==> src/rtl/sbmq_pkg.sv <==
// ============================================================================
// Shared buffer multi-queue package
// Sizes, pointer types and operation and status codes of the block.
// ============================================================================
`default_nettype none

package sbmq_pkg;

    localparam int ENTRIES   = 16;
    localparam int QUEUES    = 4;
    localparam int DATA_BITS = 32;

    localparam int IDX_W = $clog2(ENTRIES);
    localparam int PTR_W = $clog2(ENTRIES + 1);
    localparam int QID_W = (QUEUES > 1) ? $clog2(QUEUES) : 1;

    typedef logic [PTR_W-1:0]     ptr_t;
    typedef logic [1:0]           op_t;
    typedef logic [1:0]           status_t;
    typedef logic [DATA_BITS-1:0] data_t;

    // A pointer equal to the entry count is the null pointer.
    localparam ptr_t NIL_PTR = PTR_W'(ENTRIES);

    localparam op_t OP_ENQ      = 2'd0;
    localparam op_t OP_DEQ      = 2'd1;
    localparam op_t OP_PEEK     = 2'd2;
    localparam op_t OP_RESERVED = 2'd3;

    localparam status_t ST_OK    = 2'd0;
    localparam status_t ST_FULL  = 2'd1;
    localparam status_t ST_EMPTY = 2'd2;

endpackage

`default_nettype wire

==> src/rtl/sbmq_ram.sv <==
// ============================================================================
// Generic single-port-pair RAM
// One write port and one read port with a registered read data output.
// ============================================================================
`default_nettype none

module sbmq_ram #(
    parameter int WIDTH = 32,
    parameter int DEPTH = 16
) (
    input  wire logic                     clk,
    input  wire logic                     wr_en,
    input  wire logic [$clog2(DEPTH)-1:0] wr_addr,
    input  wire logic [WIDTH-1:0]         wr_data,
    input  wire logic                     rd_en,
    input  wire logic [$clog2(DEPTH)-1:0] rd_addr,
    output logic      [WIDTH-1:0]         rd_data
);

    logic [WIDTH-1:0] mem [DEPTH];

    always_ff @(posedge clk)
    begin
        if (wr_en)
        begin
            mem[wr_addr] <= wr_data;
        end
        if (rd_en)
        begin
            rd_data <= mem[rd_addr];
        end
    end

endmodule

`default_nettype wire

==> src/rtl/shared_buffer_multi_queue_core.sv <==
// ============================================================================
// Shared buffer multi-queue core
// Several FIFO queues kept as linked lists in one shared entry store.
// ============================================================================
// The block takes one operation (enqueue, dequeue or peek) per cycle while
// item_stall is low and returns exactly one result per operation, in order.
// An accepted transaction sits in the input register, then in the result
// register: the head, tail and free-list pointers are walked from the input
// register, and the entry RAM is written or read at the same edge that loads
// the result register, so the RAM's registered read lines up with the result
// status. While a result waits on result_stall, one more operation is taken
// into the input register; after that item_stall rises. An enqueue with no
// free entry reports status full, and a dequeue or peek on an empty or
// nonexistent queue reports status empty, both with result data zero.
`default_nettype none

module shared_buffer_multi_queue_core (
    input  wire logic                   clk,
    input  wire logic                   rst_n,
    input  wire logic                   item_valid,
    output logic                        item_stall,
    input  wire logic [1:0]             operation,
    input  wire logic [1:0]             queue_id,
    input  wire logic signed [31:0]     entry_data,
    output logic                        result_valid,
    input  wire logic                   result_stall,
    output logic signed [31:0]          result_data,
    output sbmq_pkg::status_t           status
);

    import sbmq_pkg::*;

    // Input register
    logic        p_valid_reg;
    op_t         p_op_reg;
    logic [1:0]  p_qid_reg;
    data_t       p_data_reg;

    // Output register
    logic        o_valid_reg;
    status_t     o_status_reg;
    logic        o_rd_reg;

    // Queue state
    ptr_t link_reg [ENTRIES];
    ptr_t link_next [ENTRIES];
    ptr_t head_reg [QUEUES];
    ptr_t head_next [QUEUES];
    ptr_t tail_reg [QUEUES];
    ptr_t tail_next [QUEUES];
    ptr_t free_reg;
    ptr_t free_next;

    logic        p_adv;
    logic        p_go;
    logic        in_accept;
    logic [QID_W-1:0] q_idx;
    logic        q_ok;
    ptr_t        cur_head;
    ptr_t        cur_tail;
    logic        head_ok;
    logic        tail_ok;
    logic        free_ok;
    status_t     status_next;
    logic        rd_next;

    logic             ram_we;
    logic [IDX_W-1:0] ram_waddr;
    logic             ram_re;
    logic [IDX_W-1:0] ram_raddr;
    logic signed [DATA_BITS-1:0] ram_rdata;

    assign p_adv      = !o_valid_reg || !result_stall;
    assign p_go       = p_valid_reg && p_adv;
    assign item_stall = p_valid_reg && !p_adv;
    assign in_accept  = item_valid && !item_stall;

    assign q_idx    = QID_W'(p_qid_reg);
    assign q_ok     = (int'(p_qid_reg) < QUEUES);
    assign cur_head = head_reg[q_idx];
    assign cur_tail = tail_reg[q_idx];
    assign head_ok  = (cur_head < NIL_PTR);
    assign tail_ok  = (cur_tail < NIL_PTR);
    assign free_ok  = (free_reg < NIL_PTR);

    assign ram_waddr = free_reg[IDX_W-1:0];
    assign ram_raddr = cur_head[IDX_W-1:0];

    always_comb
    begin
        link_next   = link_reg;
        head_next   = head_reg;
        tail_next   = tail_reg;
        free_next   = free_reg;
        ram_we      = 1'b0;
        ram_re      = 1'b0;
        status_next = ST_OK;
        rd_next     = 1'b0;
        unique case (p_op_reg)
            OP_ENQ:
            begin
                if (!q_ok)
                begin
                    status_next = ST_EMPTY;
                end
                else if (!free_ok)
                begin
                    status_next = ST_FULL;
                end
                else
                begin
                    free_next = link_reg[free_reg[IDX_W-1:0]];
                    if (!head_ok)
                    begin
                        head_next[q_idx] = free_reg;
                    end
                    else if (tail_ok)
                    begin
                        link_next[cur_tail[IDX_W-1:0]] = free_reg;
                    end
                    // The new entry ends the list; this write wins over the tail link.
                    link_next[free_reg[IDX_W-1:0]] = NIL_PTR;
                    tail_next[q_idx] = free_reg;
                    ram_we = p_go;
                end
            end
            OP_DEQ, OP_PEEK:
            begin
                if (!q_ok || !head_ok)
                begin
                    status_next = ST_EMPTY;
                end
                else
                begin
                    rd_next = 1'b1;
                    ram_re  = p_go;
                    if (p_op_reg == OP_DEQ)
                    begin
                        head_next[q_idx]                = link_reg[cur_head[IDX_W-1:0]];
                        link_next[cur_head[IDX_W-1:0]] = free_reg;
                        free_next                       = cur_head;
                    end
                end
            end
            default:
            begin
                // The reserved code changes nothing and reports ok.
                status_next = ST_OK;
            end
        endcase
    end

    always_ff @(posedge clk or negedge rst_n)
    begin
        if (!rst_n)
        begin
            p_valid_reg <= 1'b0;
            o_valid_reg <= 1'b0;
            free_reg    <= '0;
            for (int i = 0; i < ENTRIES; i++)
            begin
                link_reg[i] <= PTR_W'(i + 1);
            end
            for (int i = 0; i < QUEUES; i++)
            begin
                head_reg[i] <= NIL_PTR;
                tail_reg[i] <= NIL_PTR;
            end
        end
        else
        begin
            if (in_accept)
            begin
                p_valid_reg <= 1'b1;
            end
            else if (p_go)
            begin
                p_valid_reg <= 1'b0;
            end
            if (p_adv)
            begin
                o_valid_reg <= p_valid_reg;
            end
            if (p_go)
            begin
                link_reg <= link_next;
                head_reg <= head_next;
                tail_reg <= tail_next;
                free_reg <= free_next;
            end
        end
    end

    always_ff @(posedge clk)
    begin
        if (in_accept)
        begin
            p_op_reg   <= operation;
            p_qid_reg  <= queue_id;
            p_data_reg <= DATA_BITS'(entry_data);
        end
        if (p_go)
        begin
            o_status_reg <= status_next;
            o_rd_reg     <= rd_next;
        end
    end

    sbmq_ram #(
        .WIDTH (DATA_BITS),
        .DEPTH (ENTRIES)
    ) u_entry_ram (
        .clk     (clk),
        .wr_en   (ram_we),
        .wr_addr (ram_waddr),
        .wr_data (p_data_reg),
        .rd_en   (ram_re),
        .rd_addr (ram_raddr),
        .rd_data (ram_rdata)
    );

    assign result_valid = o_valid_reg;
    assign status       = o_status_reg;
    assign result_data  = o_rd_reg ? 32'(ram_rdata) : '0;

endmodule

`default_nettype wire

==> config.mk <==
export PLATFORM = sky130hd
export DESIGN_NAME = shared_buffer_multi_queue_core
export DESIGN_NICKNAME = d
export VERILOG_FILES = /design/src/rtl/sbmq_pkg.sv /design/src/rtl/sbmq_ram.sv /design/src/rtl/shared_buffer_multi_queue_core.sv
export SDC_FILE = /design/constraint.sdc
export NUM_CORES = 1
export LEC_CHECK = 0
export BUFFER_PORTS_ARGS = -buffer_cell sky130_fd_sc_hd__buf_2
export CORE_MARGIN = 5
export CORE_UTILIZATION = 50
export CTS_CLUSTER_SIZE = 25
export DETAILED_ROUTE_END_ITERATION = 16
export HOLD_SLACK_MARGIN = 0.06
export PLACE_DENSITY_LB_ADDON = 0.25
export SYNTH_ARGS = -nofsm -noshare
export SYNTH_HDL_FRONTEND = slang
export SYNTH_SLANG_ARGS = --single-unit
==> constraint.sdc <==
create_clock -name clk -period 5.2 [get_ports clk]
set_input_delay 0.26 -clock clk [delete_from_list [all_inputs] [get_ports clk]]
set_output_delay 0.26 -clock clk [all_outputs]
set_load 0.005 [all_outputs]
### Word level (Yosys, flattened, before mapping)

Memory sizes are Yosys's and may differ from the RTL's. A register that Yosys moved wholly into a read port is not among the register bits.
Index checks and enable logic that the tools add are counted.

* magnitude comparators: 11
* bitwise operators: 7
* mux-type cells: 55
* eq/ne operators: 6
* reduce and logical (&&, ||, !) cells: 19

Operators with widths (count)
* two-way mux 80 bit: 7
* bitwise mux 80 bit: 2
* one-hot mux 80 bit (2 select lines): 1
* two-way mux 20 bit: 4
* two-way mux 5 bit: 15
* AND 64 bit: 1
* NOT 64 bit: 1
* bitwise mux 20 bit: 3
* demux 5 bit (select 4 bit): 3
* binary-select mux 5 bit (select 4 bit): 2
* one-hot mux 20 bit (2 select lines): 1
* two-way mux 32 bit: 1
* binary-select mux 5 bit (select 2 bit): 2
* bitwise OR 16 bit: 1
* >= comparator 5 bit (second input constant): 3
* < comparator 5 x 1 -> 1 bit (second input constant): 3
* < comparator 5 bit (second input constant): 3
* NOT 4 -> 5 bit: 3
* demux 5 bit (select 2 bit): 1
* two-way mux 1 bit: 10
* one-hot mux 5 bit (2 select lines): 1
* inequality test 2 bit (second input constant): 4
* logical AND 1 bit: 7
* AND reduction 6 bit: 1
* other kinds (14): 18

* bits of input ports: 40
* memories: 1
* bits in registers: 166
* memory bits (writable): 512
* output and inout port bits: 36
* word-level logic and storage cells: 131

Memory list
* u_entry_ram.mem: words 16, bits a word 32, rd ports 1, clocked after Yosys merged registers in 1, write ports 1, line sbmq_ram.sv:20 `logic [WIDTH-1:0] mem [DEPTH];`

### Longest topological paths before layout

Gate-level depths: netlist (run 1).

* depth in word-level cells: 17
* depth in mapped cells: 11
* mapped depth without buffers: 7

### Cells and area by module

A second synthesis (run 1) with hierarchy kept.

* cell total of the unflattened synthesis: 1670
* area, all modules: 29313.1 sq um

By module, submodules not included
* sbmq_ram: seq. area each 16335.7 sq um, instances 1, cells each 838, area each 20155.6 sq um
* shared_buffer_multi_queue_core: seq. area each 4400.5 sq um, instances 1, cells each 832, area each 9157.5 sq um

### Worst setup path after synthesis (run 1)

OpenSTA, ideal clock, no wires.

* path kind: register to register
* from: register free_reg[0]
* to: memory u_entry_ram.mem[13][0] (enable)
* data arrival time: 3778 ps
* period minus slack after synthesis: 4239 ps
* path buffers: 3
* slack: 961 ps
* stages on the path, launching flop included: 6
* required time: 4739 ps
* library setup time: 461 ps
* path through: dfrtp_1 -> clkbuf_1 -> buf_1 -> clkbuf_1 -> nand2_1 -> nor3_1

* cells in the longest elaborated chain, start to end: 5

RTL lines
* start: declaration: line shared_buffer_multi_queue_core.sv:51 `ptr_t free_reg;`
* start signal: assignment: line shared_buffer_multi_queue_core.sv:189 `free_reg <= free_next;`
* < comparator 5 bit: line shared_buffer_multi_queue_core.sv:84 `assign free_ok = (free_reg < NIL_PTR);`
* two-way mux 1 bit: line shared_buffer_multi_queue_core.sv:106 `else if (!free_ok)`
* two-way mux 1 bit: line shared_buffer_multi_queue_core.sv:99 `unique case (p_op_reg)`
* two-way mux 1 bit: line sbmq_ram.sv:24 `if (wr_en)`
* two-way mux 1 bit (not written as such): line sbmq_ram.sv:26 `mem[wr_addr] <= wr_data;`
* end: declaration: line sbmq_ram.sv:20

Parallel ways exist; a longest one is shown, timed or not.

### Final worst setup path (run 1)

* from: register p_qid_reg[0]
* to: register link_reg[74] (netlist bit)

* cells in the longest elaborated chain, start to end: 17
* elaborated cells on any way between the ends: 34
* those cells by class: order compare (6); eq/ne (1); mux (20); bitwise (4); reduce/logical (3)

RTL lines
* start: declaration: line shared_buffer_multi_queue_core.sv:36 `logic [1:0] p_qid_reg;`
* start signal: assignment: line shared_buffer_multi_queue_core.sv:199 `p_qid_reg <= queue_id;`
* NOT 2 -> 3 bit (not written as such) (*): line shared_buffer_multi_queue_core.sv:80, shared_buffer_multi_queue_core.sv:81
* binary-select mux 5 bit (select 2 bit): line shared_buffer_multi_queue_core.sv:81 `assign cur_tail = tail_reg[q_idx];`
* two-way mux 5 bit (not written as such) (2 in series): line shared_buffer_multi_queue_core.sv:81
* NOT 4 -> 5 bit (not written as such): line shared_buffer_multi_queue_core.sv:119 `link_next[cur_tail[IDX_W-1:0]] = free_reg;`
* >= comparator 5 bit (not written as such) / < comparator 5 x 1 -> 1 bit (equally long branches): line shared_buffer_multi_queue_core.sv:119
* logical AND 1 bit (not written as such): line shared_buffer_multi_queue_core.sv:119
* two-way mux 5 bit (not written as such): line shared_buffer_multi_queue_core.sv:119
* demux 5 bit (select 4 bit): line shared_buffer_multi_queue_core.sv:119
* bitwise mux 80 bit: line shared_buffer_multi_queue_core.sv:119
* two-way mux 80 bit: line shared_buffer_multi_queue_core.sv:117 `else if (tail_ok)`
* two-way mux 80 bit: line shared_buffer_multi_queue_core.sv:113 `if (!head_ok)`
* two-way mux 80 bit: line shared_buffer_multi_queue_core.sv:106
* two-way mux 80 bit: line shared_buffer_multi_queue_core.sv:99
* bitwise OR 16 bit (no source line)
* two-way mux 80 bit: line shared_buffer_multi_queue_core.sv:106
* one-hot mux 80 bit (2 select lines): line shared_buffer_multi_queue_core.sv:99
* end signal: indexed assignment: line shared_buffer_multi_queue_core.sv:162 `link_reg[i] <= PTR_W'(i + 1);`
* end signal: assignment: line shared_buffer_multi_queue_core.sv:186 `link_reg <= link_next;`
* end: declaration: line shared_buffer_multi_queue_core.sv:45 `ptr_t link_reg [ENTRIES];`

Every way passes the cells marked *; elsewhere a longest branch is shown, timed or not. The select of a mux whose other input is x is not followed.
A chain may end at the register's enable or synchronous reset.

==> flow_summary.rst, run 1 <==
.. list-table::
   :header-rows: 1

   * - Metric
     - Value
   * - Run status
     - completed
   * - Number of sinks handled by clock tree synthesis
     - 710
   * - Number of standard-cell rows in the floorplan
     - 89
   * - Maximum number of pins on one net before global-route repair
     - 76
   * - Area share of the largest cell type after synthesis
     - 58.9%
   * - Final setup skew
     - 0.0347 ns
   * - Worst min path class
     - primary input to asynchronous set/reset pin
   * - Clock transition at path regs
     - 0.05 ns
   * - Register area share after synthesis
     - 69.8%
   * - Congestion Overflow GR
     - 0
   * - Global-route total usage across every layer
     - 22.7%
   * - Final hold violations
     - 0
   * - Final setup TNS
     - 0 ns
   * - IR drop worst, VDD
     - 0.370 mV
   * - H-tree depth
     - 3
   * - DPL Wire Length
     - 41300 um
   * - Slew at the pin closest to its max-slew limit
     - 1.02 ns
   * - Arrival time reported for the critical path endpoint
     - 4.22 ns
   * - Primary flip-flop cell chosen by synthesis mapping
     - sky130_fd_sc_hd__edfxtp_1
   * - Clock Latency Late Sink
     - 0.63 ns
   * - Post-route clock period utilization
     - 72.8%
   * - Core ar.
     - 58900 um2
   * - Number of port buffers
     - 75
   * - Net count after synthesis
     - 1772
   * - Critical-path maximum fanout
     - 42
   * - CP startpoint kind
     - flop
   * - Synth Cell Area
     - 29700 um2
   * - Overall die area
     - 64400 um2
   * - Count of buffers added by post-CTS timing repair for setup
     - 0
   * - IO Count
     - 76
   * - Antenna violations before repair
     - 1
   * - Required time of the critical path
     - 5.64 ns
   * - Yosys synthesis warning count
     - 0
   * - Area contributors post-synth
     - sky130_fd_sc_hd__edfxtp_1, sky130_fd_sc_hd__mux4_2, sky130_fd_sc_hd__dfrtp_1
   * - Critical Path Max Stage Delay
     - 1.10 ns
   * - Drt first-iter violations
     - 1820
   * - Post-synthesis average cell area
     - 17.2 um2
   * - Nets
     - 1896
   * - GPL Wtd Cong
     - 0.937
   * - Library cell contributing the largest single delay on the critical path
     - sky130_fd_sc_hd__mux4_4
   * - Drt via density
     - 6.28
   * - Highest achievable clock rate
     - 0.264 GHz
   * - Fraction of registers with async set or reset after synthesis
     - 17.9%
   * - Detailed Routing Iterations Pass 1
     - 6
   * - WL/cell
     - 26.9 um
   * - Cts bufs inserted
     - 74
   * - Vias in the first global route
     - 16920
   * - Number of hold buffers added after CTS
     - 40
   * - Cell accounting for the most synthesized area
     - sky130_fd_sc_hd__edfxtp_1
   * - Setup violation total in the final timing report
     - 0
   * - Cell Count Post-Placement
     - 2510
   * - Slew Limit Headroom
     - 30.9%
   * - Count of placed standard cells in the final layout, fillers left out
     - 2686
   * - Starting utilization of the core area
     - 50.4%
   * - First-pass GRT wire length
     - 110000 um
   * - EDFF count, synth
     - 583
   * - Fraction of final layout cells with drive strength greater than 1
     - 24.9%
   * - Routed vias
     - 16857
   * - DRT antenna net count
     - 0
   * - # Max-Cap Violations
     - 0
   * - Top library cells by usage in the layout, fill and taps aside
     - sky130_fd_sc_hd__edfxtp_1, sky130_fd_sc_hd__mux4_2, sky130_fd_sc_hd__nand2_1, sky130_fd_sc_hd__dfrtp_1
   * - Cells after Synth
     - 1729
   * - Type of the worst setup path
     - flop to flop
   * - Cells traversed along the worst timing path
     - mux4_4 > nor4b_1 > nand2_1 > a21oi_1 > o32ai_1
   * - Number of flip-flops in the largest register
     - 512
   * - Height of the chip
     - 254 um
   * - # resized after CTS
     - 0
   * - Number of pins exceeding their max-slew limit in the final report
     - 0
   * - Unrepaired setup endpoints after global routing
     - no
   * - Power per Cell Area
     - 529 nW/um2
   * - CTS tree
     - built
   * - Total wire length
     - 72200 um
   * - Yosys reg bits
     - 710
   * - Clock Tree Buf Depth
     - 3
   * - Die span in x
     - 254 um
   * - Most common cell after layout, fill and taps aside
     - sky130_fd_sc_hd__edfxtp_1
   * - Buffer cell driving the clock tree root
     - sky130_fd_sc_hd__clkbuf_16
   * - Critical path buffer and inverter count
     - 0
   * - Netlist cell types
     - 69
   * - Crit. End Element
     - flop
   * - Signed area change from the synthesized netlist to the final layout
     - 13.9%
   * - Min cycle time layout
     - 3.79 ns
   * - Leakage power
     - 0.0116 uW
   * - DRC
     - 0
   * - Worst path top cell family by delay
     - multiplexers
## synth_stat cells (all sizes together) (4+ instances only)
cell,count
a2111oi,4
a211oi,33
a21oi,62
a22o,20
a22oi,17
a31oi,26
a32o,4
a32oi,7
and2,43
buf,49
clkbuf,59
dfrtp,86
dfstp,41
edfxtp,583
inv,18
mux2,12
mux2i,74
mux4,163
nand2,107
nand2b,14
nand3,29
nor2,68
nor2b,41
nor3,17
o211ai,34
o21ai,33
o221a,4
o2bb2ai,15
o32ai,5
or2,5
or3,6
## per-layer routing
metal | part of all wire, % | GRT usage (%)
met4 | 2.4 | 5.66
met5 | 0 | 0
met2 | 48 | 35.5
met3 | 8.1 | 4.45
met1 | 42 | 33.5
## final timing paths
path | start | end | slack, ns | cells after the start
worst max-delay path | p_qid_reg[0] | link_reg[74] | 1.41 | 5
worst min-delay path | rst_n | link_reg[72] | 0.24 | 2
worst max register to register | p_qid_reg[0] | link_reg[74] | 1.41 | 5
worst min register to register | p_valid_reg | result_valid | 0.47 | 1
max in group asynchronous | rst_n | tail_reg[11] | 3.54 | 3
min in group clk | entry_data[12] | p_data_reg[12] | 0.33 | 2
## stage by stage
step,area (um2),power (uW),util (%),hold slack [ns],setup slack (ns)
3_3_place_gp,31000,12700,52.6,0.345,1.46
2_1_floorplan,29700,11200,-,-0.0356,0.961
3_5_place_dp,31000,12700,52.6,0.353,1.43
4_1_cts,33900,18000,57.5,0.241,1.41
6_report,33900,17900,57.5,0.236,1.41
5_1_grt,33900,18700,57.5,0.277,1.11
## cell type report
cell class,count,area (um2)
fill,4403,25100
sequential,710,20700
multi-input combinational,893,8530
clock buffer,97,1970
timing repair buffer,156,1110
tap,773,967
clock inverter,38,469
inverter,18,67.6
antenna,1,2.50
## cells by family (layout without fill, tap and decap cells)
| group | Yosys count | in the layout | share of synthesized area [%] |
|---|---|---|---|
| muxes | 249 | 249 | 15.3 |
| AOI/OAI and AO/OA | 292 | 292 | 7.14 |
| and+or+nand+nor | 349 | 349 | 5.80 |
| adders and majority gates | 3 | 3 | 0.126 |
| buffers and inverters | 126 | 309 | 1.84 |
| DFF | 710 | 710 | 69.8 |
| other | 0 | 1 | 0 |
## where the power goes
part	internal, uW	switching (uW)	total (uW)
clock network	3010	2230	5240
registers	6810	457	7270
logic	2380	3020	5400
No activity file was read; power rests on OpenSTA's default activity.
==> run 2, diff against run 1 <==
--- a/config.mk
+++ b/config.mk
@@ -5,6 +5,7 @@
 export SDC_FILE = /design/constraint.sdc
 export NUM_CORES = 1
 export LEC_CHECK = 0
+export ABC_AREA = 1
 export BUFFER_PORTS_ARGS = -buffer_cell sky130_fd_sc_hd__buf_2
 export CORE_MARGIN = 5
 export CORE_UTILIZATION = 50
==> constraint.sdc (replaced) <==
create_clock -name clk -period 3.5 [get_ports clk]
set_input_delay 0.175 -clock clk [delete_from_list [all_inputs] [get_ports clk]]
set_output_delay 0.175 -clock clk [all_outputs]
set_load 0.005 [all_outputs]
==> run 2 against run 1 <==
Net effect:
- clock power up 47%
- global-route usage increased by 2.9 points
- register-to-register slack worse by 0.92 ns
- critical path type unchanged
- die area up 0.96%
- combinational power up 45%
- sequential share of layout area decreased by 1.4 points
- cell count rose by 43%
- critical endpoint is now u_entry_ram.rd_data[23]
- largest power group unchanged
- design area increased by 2.3%
==> flow_summary.rst, run 2 <==
.. list-table::
   :header-rows: 1

   * - Metric
     - Value
   * - Core ar.
     - 59200 um2 (was 58900 um2)
   * - Fraction of registers with async set or reset after synthesis
     - 17.9% (unchanged)
   * - Critical-path maximum fanout
     - 44 (was 42)
   * - Worst slack at placement
     - 0.586 ns (was 1.43 ns)
   * - DPL Wire Length
     - 47700 um (was 41300 um)
   * - Most common cell after layout, fill and taps aside
     - sky130_fd_sc_hd__nand2_1 (was sky130_fd_sc_hd__edfxtp_1)
   * - Register area share after synthesis
     - 69.1% (was 69.8%)
   * - Share of the synthesized netlist area taken by xor and xnor gates
     - 0% (unchanged)
   * - Highest achievable clock rate
     - 0.333 GHz (was 0.264 GHz)
   * - Clock Tree Buf Depth
     - 3 (unchanged)
   * - Number of hold buffers added after CTS
     - 39 (was 40)
   * - Routed vias
     - 21586 (was 16857)
   * - DRC
     - 0 (unchanged)
   * - Post-route clock period utilization
     - 85.8% (was 72.8%)
   * - Cell accounting for the most synthesized area
     - sky130_fd_sc_hd__edfxtp_1 (unchanged)
   * - Crit. End Element
     - flop (unchanged)
   * - Multiplexer share of the synthesized area
     - 0% (was 15.3%)
   * - Leading post-synthesis cells by instance count
     - sky130_fd_sc_hd__nand2_1, sky130_fd_sc_hd__edfxtp_1, sky130_fd_sc_hd__nand4_1 (was sky130_fd_sc_hd__edfxtp_1, sky130_fd_sc_hd__mux4_2, sky130_fd_sc_hd__nand2_1)
   * - Height of the chip
     - 255 um (was 254 um)
   * - # Max-Cap Violations
     - 0 (unchanged)
   * - Die span in x
     - 255 um (was 254 um)
   * - Type of the worst setup path
     - flop to flop (unchanged)
   * - Count of buffers added by post-CTS timing repair for setup
     - 0 (unchanged)
   * - Final setup skew
     - 0.0287 ns (was 0.0347 ns)
   * - Required time of the critical path
     - 3.96 ns (was 5.64 ns)
   * - Post-route met1 wirelength
     - 35400 um (was 30200 um)
   * - Cell occurring most often along the worst timing path
     - sky130_fd_sc_hd__nand2_1
   * - Unrepaired setup endpoints after global routing
     - no (unchanged)
   * - Cells after Synth
     - 2862 (was 1729)
   * - Area contributors post-synth
     - sky130_fd_sc_hd__edfxtp_1, sky130_fd_sc_hd__nand2_1, sky130_fd_sc_hd__dfrtp_1 (was sky130_fd_sc_hd__edfxtp_1, sky130_fd_sc_hd__mux4_2, sky130_fd_sc_hd__dfrtp_1)
   * - Netlist cell types
     - 33 (was 69)
   * - Nets
     - 3052 (was 1896)
   * - Yosys synthesis warning count
     - 0 (unchanged)
   * - CP startpoint kind
     - flop (unchanged)
   * - Synth Cell Area
     - 30000 um2 (was 29700 um2)
   * - Cell Count Post-Placement
     - 3666 (was 2510)
   * - IR drop worst, VDD
     - 0.565 mV (was 0.370 mV)
   * - Antenna violations before repair
     - 0 (was 1)
   * - Primary flip-flop cell chosen by synthesis mapping
     - sky130_fd_sc_hd__edfxtp_1 (unchanged)
   * - Slew at the pin closest to its max-slew limit
     - 1.14 ns (was 1.02 ns)
   * - Number of sinks handled by clock tree synthesis
     - 710 (unchanged)
   * - Number of port buffers
     - 75 (unchanged)
   * - Max layer used
     - met4 (unchanged)
   * - Detailed Routing Iterations Pass 1
     - 5 (was 6)
   * - CTS tree
     - built (unchanged)
   * - Arrival time reported for the critical path endpoint
     - 3.46 ns (was 4.22 ns)
   * - # resized after CTS
     - 0 (unchanged)
   * - Area share of the largest cell type after synthesis
     - 58.3% (was 58.9%)
   * - Signed area change from the synthesized netlist to the final layout
     - 15.4% (was 13.9%)
   * - Routed length on met2
     - 39000 um (was 34400 um)
   * - Slew Limit Headroom
     - 24.0% (was 30.9%)
   * - DRT antenna net count
     - 0 (unchanged)
   * - Cells traversed along the worst timing path
     - nor2_2 > nand2_1 > nand2_1 > nor2_4 > buf_4 > nor2_4 > buf_12 > nand2_1 > nand4_1 > nand2_1 > nand4_1 (was mux4_4 > nor4b_1 > nand2_1 > a21oi_1 > o32ai_1)
   * - Number of inserted diodes
     - 0 (was 1)
   * - Global-route total usage across every layer
     - 25.6% (was 22.7%)
   * - Critical Path Max Stage Delay
     - 0.70 ns (was 1.10 ns)
   * - Run status
     - completed (unchanged)
   * - Adder-cell area share of the yosys netlist
     - 0.125% (was 0.126%)
   * - Power per Cell Area
     - 765 nW/um2 (was 529 nW/um2)
   * - IO Count
     - 76 (unchanged)
   * - Most used standard cell by instance count after synthesis
     - sky130_fd_sc_hd__nand2_1 (was sky130_fd_sc_hd__edfxtp_1)
   * - Area share of and/or/nand/nor cells after synthesis
     - 23.7% (was 5.80%)
   * - Library cell contributing the largest single delay on the critical path
     - sky130_fd_sc_hd__nor2_4 (was sky130_fd_sc_hd__mux4_4)
   * - Number of flip-flops in the largest register
     - 512 (unchanged)
   * - H-tree depth
     - 3 (unchanged)
   * - Buffer cell driving the clock tree root
     - sky130_fd_sc_hd__clkbuf_16 (unchanged)
   * - Vias in the first global route
     - 20763 (was 16920)
   * - Setup violation total in the final timing report
     - 0 (unchanged)
   * - Net count after synthesis
     - 2905 (was 1772)
   * - Drt via density
     - 5.62 (was 6.28)
   * - Yosys reg bits
     - 710 (unchanged)
   * - Main combinational cell family by area after synthesis
     - simple AND/OR/NAND/NOR gates (was multiplexers)
   * - Clock transition at path regs
     - 0.06 ns (was 0.05 ns)
   * - Congestion Overflow GR
     - 0 (unchanged)
   * - Final setup TNS
     - 0 ns (unchanged)
   * - Final hold violations
     - 0 (unchanged)
   * - Clock Latency Late Sink
     - 0.62 ns (was 0.63 ns)
   * - Worst min path class
     - primary input to asynchronous set/reset pin (unchanged)
   * - First-pass GRT wire length
     - 126000 um (was 110000 um)
   * - Fraction of final layout cells with drive strength greater than 1
     - 11.9% (was 24.9%)
   * - Compound-gate portion of the synthesized area
     - 3.12% (was 7.14%)
   * - Leakage power
     - 0.0134 uW (was 0.0116 uW)
   * - Final worst setup slack
     - 0.497 ns (was 1.41 ns)
   * - Post-layout total power
     - 26500 uW (was 17900 uW)
   * - Cts bufs inserted
     - 75 (was 74)
   * - WL/cell
     - 21.8 um (was 26.9 um)
   * - Drt first-iter violations
     - 2330 (was 1820)
   * - Post-synthesis average cell area
     - 10.5 um2 (was 17.2 um2)
   * - Min cycle time layout
     - 3.00 ns (was 3.79 ns)
   * - EDFF count, synth
     - 583 (unchanged)
   * - Number of standard-cell rows in the floorplan
     - 89 (unchanged)
   * - WL met3
     - 6940 um (was 5840 um)
   * - Starting utilization of the core area
     - 50.7% (was 50.4%)
   * - Total wire length
     - 83600 um (was 72200 um)
   * - Top library cells by usage in the layout, fill and taps aside
     - sky130_fd_sc_hd__nand2_1, sky130_fd_sc_hd__edfxtp_1, sky130_fd_sc_hd__nand4_1, sky130_fd_sc_hd__inv_1, sky130_fd_sc_hd__nor2_1 (was sky130_fd_sc_hd__edfxtp_1, sky130_fd_sc_hd__mux4_2, sky130_fd_sc_hd__nand2_1, sky130_fd_sc_hd__dfrtp_1)
   * - Number of pins exceeding their max-slew limit in the final report
     - 0 (unchanged)
   * - Maximum number of pins on one net before global-route repair
     - 83 (was 76)
   * - GPL Wtd Cong
     - 0.939 (was 0.937)
   * - Overall die area
     - 65000 um2 (was 64400 um2)
   * - Count of placed standard cells in the final layout, fillers left out
     - 3840 (was 2686)
run 2: changes by cell type in the layout (fill, tap and decap cells not counted), sizes merged, moves of 38 or more:
cell,before,now
nand2,107,1299
mux4,163,0
nand4,2,164
inv,19,166
mux2i,74,0
nand3,29,96
nor2,68,133
o21ai,33,86
and2,43,0
nor2b,41,1
buf,116,154
run 2: worst max-delay path, delay by kind of cell, from the launching register on:
family                 cells  cell delay [ns]
buffers and inverters      2             0.58
flip-flops                 1             0.50
AND/OR/NAND/NOR            9             1.74
run 2: power by group:
group / total [uW] / internal (uW) / switching [uW]
sequential: 11000 / 10300 / 674
combinational: 7830 / 2320 / 5500
clock: 7710 / 4510 / 3200
run 2: layout make-up:
class	instances	area, um2
Clock buffer	105	2100
Clock inverter	30	297
Fill cell	4841	24600
Inverter	164	616
Multi-Input combinational cell	1865	8260
Sequential cell	710	20700
Tap cell	773	967
Timing Repair Buffer	193	1650
run 2: logic make-up after synthesis:
kind of cell               after synthesis
buffers and inverters                  287
DFF                                    710
adders and majority gates                3
AOI/OAI and AO/OA                      151
and+or+nand+nor                       1711
run 2: through the flow:
step / hold WS, ns / area (um2) / utilization, %
after CTS: 0.152 / 34600 / 58.5
after global routing: 0.232 / 34600 / 58.5
after global placement: 0.265 / 31800 / 53.7
after detailed placement: 0.275 / 31800 / 53.7
final: 0.175 / 34600 / 58.5
after floorplan: -0.121 / 30000 / -
run 2: worst paths after layout:
check / start / endpoint / slack (ns) / cells past startpoint
worst max-delay path: p_qid_reg[0] / u_entry_ram.rd_data[23] / 0.50 / 11
max in group asynchronous: rst_n / link_reg[17] / 2.39 / 3
min in group clk: entry_data[16] / p_data_reg[16] / 0.27 / 2
worst max register to register: p_qid_reg[0] / u_entry_ram.rd_data[23] / 0.50 / 11
worst min register to register: tail_reg[9] / tail_reg[9] / 0.44 / 2
worst min-delay path: rst_n / tail_reg[6] / 0.17 / 2
run 2: per-layer routing:
layer  GRT usage [%]  vias to the layer above
met3            4.23                      155
met2            40.6                      988
li1                -                     9954
met1            36.8                    10489
met4            8.38                        0
met5               0                        -
